## config.mk

```make
export PLATFORM = sky130hd
export DESIGN_NAME = hsv_rgb_color_unit
export DESIGN_NICKNAME = d
export VERILOG_FILES = /design/src/rtl/core/hrc_pkg.sv /design/src/rtl/core/hsv_rgb_color_unit.sv /design/src/rtl/core/hrc_rgb2hsv.sv /design/src/rtl/core/hrc_hsv2rgb.sv
export VERILOG_INCLUDE_DIRS = /design/src /design/src/rtl/core
export SDC_FILE = /design/constraint.sdc
export NUM_CORES = 2
export LEC_CHECK = 0
export BUFFER_PORTS_ARGS = -buffer_cell sky130_fd_sc_hd__buf_4
export CAP_MARGIN = 15
export CORE_ASPECT_RATIO = 0.75
export CORE_UTILIZATION = 54
export CTS_CLUSTER_SIZE = 24
export DETAILED_ROUTE_END_ITERATION = 12
export PLACE_DENSITY = 0.69
export SKIP_CTS_REPAIR_TIMING = 1
export SYNTH_ARGS = -nofsm -noshare
export SYNTH_HDL_FRONTEND = slang
export SYNTH_SLANG_ARGS = --single-unit
```

## constraint.sdc

```tcl
create_clock -name clk -period 97.8 [get_ports clk]
set_input_delay 29.34 -clock clk [delete_from_list [all_inputs] [get_ports clk]]
set_output_delay 29.34 -clock clk [all_outputs]
set_load 0.02 [all_outputs]
```

## src/rtl/core/hsv_rgb_color_unit_defines.svh

```systemverilog
// ----------------------------------------------------------------------------
// hsv_rgb_color_unit assertion macros
// Shared property wrappers, clocked on clk with arst_n as the disable.
// ----------------------------------------------------------------------------
`ifndef HSV_RGB_COLOR_UNIT_DEFINES_SVH
`define HSV_RGB_COLOR_UNIT_DEFINES_SVH

// Same-cycle implication
`define HRC_ASSERT_IMPLY(lbl, pre, post) \
	lbl: assert property (@(posedge clk) disable iff (!arst_n) (pre) |-> (post)) \
		else $error("hsv_rgb_color_unit: same-cycle check failed");

// Next-cycle implication
`define HRC_ASSERT_NEXT(lbl, pre, post) \
	lbl: assert property (@(posedge clk) disable iff (!arst_n) (pre) |=> (post)) \
		else $error("hsv_rgb_color_unit: next-cycle check failed");

`endif

```

## src/rtl/core/hrc_pkg.sv

```systemverilog
// ----------------------------------------------------------------------------
// hrc_pkg
// Shared types and constants of the HSV/RGB color unit.
// ----------------------------------------------------------------------------
package hrc_pkg;

	// Operation codes
	localparam logic [1:0] KIND_HSV2RGB = 2'd0;
	localparam logic [1:0] KIND_RGB2HSV = 2'd1;
	localparam logic [1:0] KIND_ROTATE  = 2'd2;
	localparam logic [1:0] KIND_UNUSED  = 2'd3;

	// Channel holding the maximum of an RGB pixel
	localparam logic [1:0] MAX_RED   = 2'd0;
	localparam logic [1:0] MAX_GREEN = 2'd1;
	localparam logic [1:0] MAX_BLUE  = 2'd2;

	localparam logic [7:0] HUE_SECTOR = 8'd43;
	localparam logic [7:0] HUE_GREEN  = 8'd85;
	localparam logic [7:0] HUE_BLUE   = 8'd171;
	localparam logic [7:0] CH_MAX     = 8'd255;
	localparam logic [2:0] SECTOR_SCALE = 3'd6;

	typedef struct packed {
		logic [7:0] c0;
		logic [7:0] c1;
		logic [7:0] c2;
	} pix_t;

	// Sideband that rides along with every beat
	typedef struct packed {
		logic [1:0] kind;
		logic [7:0] off;
		pix_t       pix;
	} meta_t;

	// Raw RGB to HSV terms ahead of the hue assembly
	typedef struct packed {
		logic [7:0] mx;
		logic [7:0] d;
		logic [1:0] sel;
		logic       neg;
		logic [7:0] sat_q;
		logic [5:0] hue_q;
	} hsv_raw_t;

endpackage

```

## src/rtl/core/hsv_rgb_color_unit.sv

```systemverilog
// Throughput: one pixel per cycle; the whole pipe advances when the output
// register is empty or being taken, so a stall holds every stage in place.
// Depth is set by the eight-stage saturation/hue divider plus six stages of
// analysis, hue assembly, HSV to RGB products and the output register.
// Reset clears valid bits only.
// ----------------------------------------------------------------------------
// hsv_rgb_color_unit
// Streaming 8-bit HSV/RGB converter with hue rotate.
// ----------------------------------------------------------------------------
`include "hsv_rgb_color_unit_defines.svh"

module hsv_rgb_color_unit (
	input  logic       clk,
	input  logic       arst_n,
	input  logic       in_valid,
	output logic       in_ready,
	input  logic [1:0] kind,
	input  logic [7:0] chan0,
	input  logic [7:0] chan1,
	input  logic [7:0] chan2,
	input  logic [7:0] hue_offset,
	output logic       out_valid,
	input  logic       out_ready,
	output logic [7:0] out0,
	output logic [7:0] out1,
	output logic [7:0] out2
);

	logic              en;
	hrc_pkg::meta_t    meta_in, meta_s9, meta_c13;
	hrc_pkg::hsv_raw_t raw_s9;
	logic              vld_s9, vld_c13;
	logic              vld_s10, vld_s14;
	hrc_pkg::pix_t     hsv_s10, rgb_c13, pix_s14;
	hrc_pkg::meta_t    meta_s10;
	logic [7:0]        base, hq, h, s, rot_h;
	hrc_pkg::pix_t     conv_in, keep_pix, result;

	assign en       = !vld_s14 || out_ready;
	assign in_ready = en;
	assign meta_in  = '{kind: kind, off: hue_offset, pix: '{c0: chan0, c1: chan1, c2: chan2}};

	hrc_rgb2hsv u_rgb2hsv (
		.clk       (clk),
		.arst_n    (arst_n),
		.en        (en),
		.in_valid  (in_valid),
		.meta_in   (meta_in),
		.out_valid (vld_s9),
		.raw       (raw_s9),
		.meta_out  (meta_s9)
	);

	// Assemble hue and saturation, apply rotation, pick converter input
	always_comb begin
		case (raw_s9.sel)
			hrc_pkg::MAX_RED:   base = 8'd0;
			hrc_pkg::MAX_GREEN: base = hrc_pkg::HUE_GREEN;
			default:            base = hrc_pkg::HUE_BLUE;
		endcase
		hq = {2'b00, raw_s9.hue_q};
		h  = raw_s9.neg ? base - hq : base + hq;
		s  = raw_s9.sat_q;
		if (raw_s9.mx == 8'd0) begin
			s = 8'd0;
		end
		if (raw_s9.d == 8'd0) begin
			h = 8'd0;
		end
		rot_h    = h + meta_s9.off;
		keep_pix = meta_s9.pix;
		if (meta_s9.kind == hrc_pkg::KIND_HSV2RGB) begin
			conv_in = meta_s9.pix;
		end else begin
			conv_in = '{c0: rot_h, c1: s, c2: raw_s9.mx};
		end
		if (meta_s9.kind == hrc_pkg::KIND_RGB2HSV) begin
			keep_pix = '{c0: h, c1: s, c2: raw_s9.mx};
		end
	end

	always_ff @(posedge clk or negedge arst_n) begin
		if (!arst_n) begin
			vld_s10 <= 1'b0;
		end else if (en) begin
			vld_s10 <= vld_s9;
		end
	end

	always_ff @(posedge clk) begin
		if (en) begin
			hsv_s10  <= conv_in;
			meta_s10 <= '{kind: meta_s9.kind, off: meta_s9.off, pix: keep_pix};
		end
	end

	hrc_hsv2rgb u_hsv2rgb (
		.clk       (clk),
		.arst_n    (arst_n),
		.en        (en),
		.in_valid  (vld_s10),
		.hsv       (hsv_s10),
		.meta_in   (meta_s10),
		.out_valid (vld_c13),
		.rgb       (rgb_c13),
		.meta_out  (meta_c13)
	);

	// Choose the final pixel by operation
	always_comb begin
		case (meta_c13.kind)
			hrc_pkg::KIND_HSV2RGB: result = rgb_c13;
			hrc_pkg::KIND_RGB2HSV: result = meta_c13.pix;
			hrc_pkg::KIND_ROTATE:  result = (meta_c13.off == 8'd0) ? meta_c13.pix : rgb_c13;
			default:               result = '0;
		endcase
	end

	// Output register
	always_ff @(posedge clk or negedge arst_n) begin
		if (!arst_n) begin
			vld_s14 <= 1'b0;
		end else if (en) begin
			vld_s14 <= vld_c13;
		end
	end

	always_ff @(posedge clk) begin
		if (en) begin
			pix_s14 <= result;
		end
	end

	assign out_valid = vld_s14;
	assign out0      = pix_s14.c0;
	assign out1      = pix_s14.c1;
	assign out2      = pix_s14.c2;

	// Spread never exceeds the maximum channel
	`HRC_ASSERT_IMPLY(a_spread_le_max, vld_s9, raw_s9.d <= raw_s9.mx)
	// Hue quotient stays within one sector
	`HRC_ASSERT_IMPLY(a_hue_q_range, vld_s9 && raw_s9.d != 8'd0, raw_s9.hue_q <= 6'd43)
	// A stall freezes the middle of the pipe
	`HRC_ASSERT_NEXT(a_stall_holds, !en && arst_n, $stable(vld_s10) && $stable(hsv_s10))

endmodule

```

## src/rtl/core/hrc_rgb2hsv.sv

```systemverilog
// ----------------------------------------------------------------------------
// hrc_rgb2hsv
// Max/min analysis followed by two bit-per-stage restoring dividers
// (saturation and hue) in lockstep over eight stages.
// ----------------------------------------------------------------------------
module hrc_rgb2hsv (
	input  logic             clk,
	input  logic             arst_n,
	input  logic             en,
	input  logic             in_valid,
	input  hrc_pkg::meta_t   meta_in,
	output logic             out_valid,
	output hrc_pkg::hsv_raw_t raw,
	output hrc_pkg::meta_t   meta_out
);

	typedef struct packed {
		hrc_pkg::meta_t    meta;
		hrc_pkg::hsv_raw_t raw;
		logic [15:0]       sat_rem;
		logic [13:0]       hue_rem;
	} div_t;

	// Resolve one quotient bit of each divider
	function automatic div_t div_step(input div_t a, input int unsigned i);
		div_t        o;
		logic [15:0] sden;
		logic [13:0] hden;
		o    = a;
		sden = 16'(a.raw.mx) << i;
		hden = 14'(a.raw.d) << i;
		if (a.sat_rem >= sden) begin
			o.sat_rem   = a.sat_rem - sden;
			o.raw.sat_q = a.raw.sat_q | (8'd1 << i);
		end
		if (i < 6 && a.hue_rem >= hden) begin
			o.hue_rem   = a.hue_rem - hden;
			o.raw.hue_q = a.raw.hue_q | (6'd1 << i);
		end
		return o;
	endfunction

	div_t       div_s [0:8];
	logic [8:0] vld_s;
	div_t       first;
	logic [7:0] r, g, b, mx, mn, d, mag;
	logic [8:0] diff;
	logic [1:0] sel;

	// Find max, min and the signed hue difference
	always_comb begin
		r = meta_in.pix.c0;
		g = meta_in.pix.c1;
		b = meta_in.pix.c2;
		if (r >= g && r >= b) begin
			mx   = r;
			sel  = hrc_pkg::MAX_RED;
			diff = {1'b0, g} - {1'b0, b};
		end else if (g >= b) begin
			mx   = g;
			sel  = hrc_pkg::MAX_GREEN;
			diff = {1'b0, b} - {1'b0, r};
		end else begin
			mx   = b;
			sel  = hrc_pkg::MAX_BLUE;
			diff = {1'b0, r} - {1'b0, g};
		end
		mn  = (r <= g) ? ((r <= b) ? r : b) : ((g <= b) ? g : b);
		d   = mx - mn;
		mag = diff[8] ? 8'(-diff) : diff[7:0];
		first.meta      = meta_in;
		first.raw.mx    = mx;
		first.raw.d     = d;
		first.raw.sel   = sel;
		first.raw.neg   = diff[8];
		first.raw.sat_q = '0;
		first.raw.hue_q = '0;
		first.sat_rem   = {d, 8'd0} - {8'd0, d};
		first.hue_rem   = 14'({6'd0, mag} * 14'(hrc_pkg::HUE_SECTOR));
	end

	// Capture the analysis stage
	always_ff @(posedge clk or negedge arst_n) begin
		if (!arst_n) begin
			vld_s[0] <= 1'b0;
		end else if (en) begin
			vld_s[0] <= in_valid;
		end
	end

	always_ff @(posedge clk) begin
		if (en) begin
			div_s[0] <= first;
		end
	end

	// Advance one quotient bit per stage, most significant first
	for (genvar k = 0; k < 8; k++) begin : g_div
		always_ff @(posedge clk or negedge arst_n) begin
			if (!arst_n) begin
				vld_s[k+1] <= 1'b0;
			end else if (en) begin
				vld_s[k+1] <= vld_s[k];
			end
		end

		always_ff @(posedge clk) begin
			if (en) begin
				div_s[k+1] <= div_step(div_s[k], 7 - k);
			end
		end
	end

	assign out_valid = vld_s[8];
	assign raw       = div_s[8].raw;
	assign meta_out  = div_s[8].meta;

endmodule

```

## src/rtl/core/hrc_hsv2rgb.sv

```systemverilog
// ----------------------------------------------------------------------------
// hrc_hsv2rgb
// Three-stage HSV to RGB: sector split, first products, scaled products,
// then sector routing of v, p, q and t.
// ----------------------------------------------------------------------------
module hrc_hsv2rgb (
	input  logic           clk,
	input  logic           arst_n,
	input  logic           en,
	input  logic           in_valid,
	input  hrc_pkg::pix_t  hsv,
	input  hrc_pkg::meta_t meta_in,
	output logic           out_valid,
	output hrc_pkg::pix_t  rgb,
	output hrc_pkg::meta_t meta_out
);

	localparam logic [2:0] SECT_RED     = 3'd0;
	localparam logic [2:0] SECT_YELLOW  = 3'd1;
	localparam logic [2:0] SECT_GREEN   = 3'd2;
	localparam logic [2:0] SECT_CYAN    = 3'd3;
	localparam logic [2:0] SECT_BLUE    = 3'd4;
	localparam logic [2:0] SECT_MAGENTA = 3'd5;

	logic [7:0]  h, sect_base, rem;
	logic [2:0]  sect;
	logic [10:0] rem_full;

	logic           vld_s11, vld_s12, vld_s13;
	logic [2:0]     sect_s11, sect_s12, sect_s13;
	logic [7:0]     rem_s11, s_s11, v_s11, v_s12, v_s13;
	logic           szero_s12, szero_s13;
	logic [15:0]    sr_s12, srn_s12, vp_s12;
	logic [7:0]     p_s13, q_s13, t_s13;
	hrc_pkg::meta_t meta_s11, meta_s12, meta_s13;
	logic [15:0]    q_prod, t_prod;

	// Split hue into a sector and a scaled remainder
	always_comb begin
		h = hsv.c0;
		if (h >= 8'd215) begin
			sect = SECT_MAGENTA;
		end else if (h >= 8'd172) begin
			sect = SECT_BLUE;
		end else if (h >= 8'd129) begin
			sect = SECT_CYAN;
		end else if (h >= 8'd86) begin
			sect = SECT_GREEN;
		end else if (h >= hrc_pkg::HUE_SECTOR) begin
			sect = SECT_YELLOW;
		end else begin
			sect = SECT_RED;
		end
		sect_base = 8'(sect * hrc_pkg::HUE_SECTOR);
		rem_full  = 11'(h - sect_base) * 11'(hrc_pkg::SECTOR_SCALE);
		rem       = rem_full[7:0];
	end

	// Valid bits
	always_ff @(posedge clk or negedge arst_n) begin
		if (!arst_n) begin
			vld_s11 <= 1'b0;
			vld_s12 <= 1'b0;
			vld_s13 <= 1'b0;
		end else if (en) begin
			vld_s11 <= in_valid;
			vld_s12 <= vld_s11;
			vld_s13 <= vld_s12;
		end
	end

	// Scaled products: q and t need the saturation terms first
	assign q_prod = {8'd0, v_s12} * {8'd0, hrc_pkg::CH_MAX - sr_s12[15:8]};
	assign t_prod = {8'd0, v_s12} * {8'd0, hrc_pkg::CH_MAX - srn_s12[15:8]};

	always_ff @(posedge clk) begin
		if (en) begin
			sect_s11  <= sect;
			rem_s11   <= rem;
			s_s11     <= hsv.c1;
			v_s11     <= hsv.c2;
			meta_s11  <= meta_in;

			sect_s12  <= sect_s11;
			v_s12     <= v_s11;
			szero_s12 <= (s_s11 == 8'd0);
			sr_s12    <= {8'd0, s_s11} * {8'd0, rem_s11};
			srn_s12   <= {8'd0, s_s11} * {8'd0, hrc_pkg::CH_MAX - rem_s11};
			vp_s12    <= {8'd0, v_s11} * {8'd0, hrc_pkg::CH_MAX - s_s11};
			meta_s12  <= meta_s11;

			sect_s13  <= sect_s12;
			v_s13     <= v_s12;
			szero_s13 <= szero_s12;
			p_s13     <= vp_s12[15:8];
			q_s13     <= q_prod[15:8];
			t_s13     <= t_prod[15:8];
			meta_s13  <= meta_s12;
		end
	end

	// Route v, p, q, t by sector; grey when unsaturated
	always_comb begin
		if (szero_s13) begin
			rgb = '{c0: v_s13, c1: v_s13, c2: v_s13};
		end else begin
			case (sect_s13)
				SECT_RED:    rgb = '{c0: v_s13, c1: t_s13, c2: p_s13};
				SECT_YELLOW: rgb = '{c0: q_s13, c1: v_s13, c2: p_s13};
				SECT_GREEN:  rgb = '{c0: p_s13, c1: v_s13, c2: t_s13};
				SECT_CYAN:   rgb = '{c0: p_s13, c1: q_s13, c2: v_s13};
				SECT_BLUE:   rgb = '{c0: t_s13, c1: p_s13, c2: v_s13};
				default:     rgb = '{c0: v_s13, c1: p_s13, c2: q_s13};
			endcase
		end
	end

	assign out_valid = vld_s13;
	assign meta_out  = meta_s13;

endmodule

```

# After elaboration in Yosys (flattened, before gate mapping)
# Memory sizes are Yosys's and may differ from the RTL's.
# Cells that the tools add are included.
totals:
  register_bits: 320
  latch_bits: 0
  ram_bits: 873
  rom_bits: 0
  inputBits: 38
  elab_cells: 220
  mem_count: 1
op_classes:
  addsub: 28
  n_mul: 8
  div: 0
  n_lt_le_gt_ge: 25
  n_eq_ne: 8
  shifts: 0
  n_mux: 83
  bitwise_logic: 0
  reduce_logical: 11
mem_list:
  columns: ["memory", "depth", "word_bits", "rd", "rd_clocked_by_memory_dff", "write_ports", "line", "rtl"]
  rows:
  - ["u_rgb2hsv.div_s", 9, 97, 9, 0, 9, "hrc_rgb2hsv.sv:43", "div_t div_s [0:8];"]
ops:
  columns: ["operator", "n"]
  rows:
  - ["two-way mux 16 bit", 16]
  - ["two-way mux 14 bit", 12]
  - ["two-way mux 8 bit", 18]
  - ["one-hot mux 24 bit (5 select lines)", 1]
  - ["two-way mux 24 bit", 4]
  - ["one-hot mux 24 bit (3 select lines)", 1]
  - ["multiplier 8 x 8 -> 16 bit", 4]
  - ["two-way mux 6 bit", 8]
  - ["subtractor 8 x 8 -> 9 bit", 4]
  - ["zero test 8 bit", 4]
  - ["subtractor 16 x 8 -> 16 bit", 2]
  - ["subtractor 8 bit, first input constant", 4]
  - [">= comparator 8 bit", 3]
  - [">= comparator 8 bit, second input constant", 3]
  - ["<= comparator 8 bit", 3]
  - ["two-way mux 3 bit", 6]
  - ["two-way mux 9 bit", 2]
  - [">= comparator 16 x 10 -> 1 bit", 1]
  - [">= comparator 16 x 11 -> 1 bit", 1]
  - [">= comparator 16 x 12 -> 1 bit", 1]
  - [">= comparator 16 x 13 -> 1 bit", 1]
  - [">= comparator 16 x 14 -> 1 bit", 1]
  - [">= comparator 16 x 15 -> 1 bit", 1]
  - [">= comparator 16 x 8 -> 1 bit", 1]
  - ["other kinds (47)", 61]

# Logic depth before layout (Yosys ltp)
logic_depth:
  depth_word: 9
  ltp_mapped: 28

# Hierarchy
# From an unflattened synthesis, not the netlist that was laid out.
hier_totals:
  cells_unflattened: 4170
  area_unflattened_um2: 54915.2
by_module_without_submodules:
  columns: ["module", "n_inst", "cells_per_inst", "area_each_um2", "seq_area_each_um2"]
  rows:
  - ["hrc_rgb2hsv", 1, 2284, 33664.8, 23227.3]
  - ["hrc_hsv2rgb", 1, 1508, 16874.9, 6080.8]
  - ["hsv_rgb_color_unit", 1, 378, 4375.4, 2512.4]

# Worst setup path before layout
# Ideal clock, no wire load.
synth_path:
  path_type: "input-to-output"
  startpoint: "input out_ready"
  endpoint: "output in_ready"
  t_arrival_ns: 58.194
  t_required_ns: 68.460
  path_slack_ns: 10.266
  cell_stages: 3
  path_buffers: 2
  path_cell_list: "nand2b_1 clkbuf_1 clkbuf_1"
synth_between:
  elab_chain_cells: 1
synth_rtl:
  columns: ["item", "line", "rtl"]
  rows:
  - ["start, declared", "hsv_rgb_color_unit.sv:23", "input logic out_ready,"]
  - ["logical OR 1 bit", "hsv_rgb_color_unit.sv:39", "assign en = !vld_s14 || out_ready;"]
  - ["end, declared", "hsv_rgb_color_unit.sv:16", "output logic in_ready,"]
# Every way passes these cells.

# Worst setup path in the final report
# Same ends and word-level chain as after synthesis.

==> results.toml <==
[outcome]
outcome = "complete, no violations"

[place]
io_buffers = 63
dp_hpwl_um = 67200
gpl.final_weighted_congestion = 0.851

[routing]
wirelength_um = 96000
ant_nets = 0
drt-pass1-iter-count = 7
dr_total_vias = 30000
drc = 0
wl_per_cell_um = 17.2
via_per_inst = 5.37
drtIter0Drc = 2087

[yosys]
synth_simple_gate_area_share_pct = 9.17
synth_fa_ha_area_share_pct = 15.9
yosysUniqueCellTypes = 92
synth_mux_area_share_pct = 1.67
yosys-top-cells-count = "edfxtp_1 (1048), inv_1 (486), ha_1 (372)"
synth_top_area_share_pct = 58.0
synthFlopType = "edfxtp_1"
yosys.area.top_type = "edfxtp_1"
yosysMostFrequentCell = "edfxtp_1"
synth_xor_area_share_pct = 3.11
synth.cell_area_mm2 = 0.0542
syn_nets = 4679
seq_area_frac_synth_pct = 58.7
ys.warnings.count = 0
synth_edf_count = 1048
syn_avg_cell_area_um2 = 13.3
synth_area_leaders = "edfxtp_1 (58%), ha_1 (8.6%), fa_1 (7.3%)"
synth_compound_area_share_pct = 7.53
synth_top_family_by_area = "adder cells"
synth_cells = 4071
async_reset_ff_share_pct = 1.32
ys_ff_latch = 1062

[layout]
nets = 4787
multi_input_comb_area_mm2 = 0.0203
diodes = 0
synthToLayoutAreaGrowth_pct = 9.93
nFillCells = 7717
post_route_cells_drive_above_1_share_pct = 8.12
register_area_mm2 = 0.0318

[timing]
finalMaxSlewViolations = 0
setup-violations-final = 0
skew_ns = 0.0332
finalHoldViolations = 0
slew_headroom_pct = 27.3
rsz0062_at_grt = "false"
min_period_over_period_pct = 61.1
period_needed_ns = 59.71
tightest_slew_ns = 1.06
tns_ns = 0
fmax_ghz = 0.0167

[cts]
cts.htree.levels = 3
numCtsBuffers = 99
clkSlewWorstSetupHoldPaths_ns = 0.07
tritoncts = "yes"
clock_sinks = 1062
cts_root_buf = "clkbuf_16"
cts.path.max_buffers = 3
clk_latency_ns = 0.68

[floorplan]
core_area_mm2 = 0.0993
initial_core_util_pct = 54.6
dieArea_mm2 = 0.102
dieWidth_um = 368
pin_count = 64
rows = 100
die_y_um = 276

[global_routing]
use_met1_pct = 27.1
grt_util_met3_pct = 3.41
grt_max_degree = 174
grt.met2_usage_pct = 31.3
grt.total_usage_pct = 19.4
grt_pass1_wl_um = 157000
grt_pass1_vias = 30200
grt_overflow = 0
busiest_layer = "met2"
antenna_found_initial = 1

[worst_setup_path]
worstSetupPathType = "input port to primary output"
arrival_ns = 30.37
crit_path_start_kind = "input port"
critPathMaxFanout = 37
cp_data_required_time_ns = 68.46
end_kind = "primary output"

[flow_run]
cap_violations = 0

[min_path]
hold_path_class = "register to register"
final timing paths:
check,startpoint,endpoint,slack [ns],cells past startpoint
worst max-delay path,out_ready,in_ready,38.09,3
worst min register to register,u_rgb2hsv.div_s[0][711],u_rgb2hsv.div_s[0][808],0.41,0
worst max register to register,u_hsv2rgb.s_s11[5],u_hsv2rgb.vp_s12[13],91.89,14
worst min-delay path,u_rgb2hsv.div_s[0][711],u_rgb2hsv.div_s[0][808],0.41,0
min in group asynchronous,arst_n,out_valid,28.50,1
max in group asynchronous,arst_n,u_rgb2hsv.vld_s[5],69.14,1
critical path: stages:
cell and delay (ns):
buf_4 0.11, nand2b_4 0.47, buf_4 0.37
cells in the final DEF (no fill, tap or decap), drive strengths merged, types with 117 or more instances in the layout:
cell	Yosys	final
xnor2	117	117
nor2b	176	176
ha	372	372
o21ai	175	175
nor2	215	215
inv	486	494
edfxtp	1048	1048
nand2	235	235
a21oi	189	189
fa	198	198
nand2b	134	134
stage by stage:
step | util [%] | instance area (um2) | hold WS [ns] | instances | setup WS (ns)
6_report | 60.0 | 59600 | 0.407 | 5585 | 38.09
5_1_grt | 60.0 | 59600 | 0.407 | 5585 | 38.06
4_1_cts | 60.0 | 59600 | 0.402 | 5585 | 38.07
3_5_place_dp | 56.7 | 56300 | 0.405 | 5404 | 38.07
3_3_place_gp | 56.7 | 56300 | 0.400 | 5404 | 38.08
2_1_floorplan | - | 54200 | 0.400 | 4071 | 10.27
final cells by class:
class | count | share of cell area (%)
timing repair buffer | 91 | 1.19
inverter | 488 | 3.07
clock inverter | 66 | 1.29
sequential | 1062 | 53.4
tap | 1326 | 2.78
multi-input combinational | 2437 | 34.0
clock buffer | 115 | 4.29
state kept, by name (all words and copies together) (netlist names), 3 cells and up:
register            flops
meta_s10               34
u_rgb2hsv.vld_s         8
u_hsv2rgb.sect_s13      3
out0                    8
u_hsv2rgb.rem_s11       7
u_hsv2rgb.v_s11         8
hsv_s10                24
out2                    8
u_hsv2rgb.sr_s12        8
u_hsv2rgb.q_s13         8
u_hsv2rgb.sect_s12      3
u_hsv2rgb.meta_out     34
u_hsv2rgb.srn_s12       8
u_hsv2rgb.p_s13         8
u_hsv2rgb.s_s11         8
u_rgb2hsv.div_s       766
u_hsv2rgb.v_s12         8
u_hsv2rgb.vp_s12        8
u_hsv2rgb.t_s13         8
u_hsv2rgb.meta_s12     34
out1                    8
u_hsv2rgb.sect_s11      3
u_hsv2rgb.meta_s11     34
u_hsv2rgb.v_s13         8
cells by family after synthesis:
group	after synthesis
fa+ha+maj	570
flops	1062
mux	80
buf+inv	572
simple gates	964
compound gates	635
xor+xnor	188
per-layer routing:
layer,up-vias,wire length (um)
li1,14600,-
met1,14700,44700
met2,527,44700
met3,138,4240
met4,0,2340
met5,-,0
Power is not shown: default switching activity piles up to over one toggle a cycle in this logic, so the estimate is an artifact.
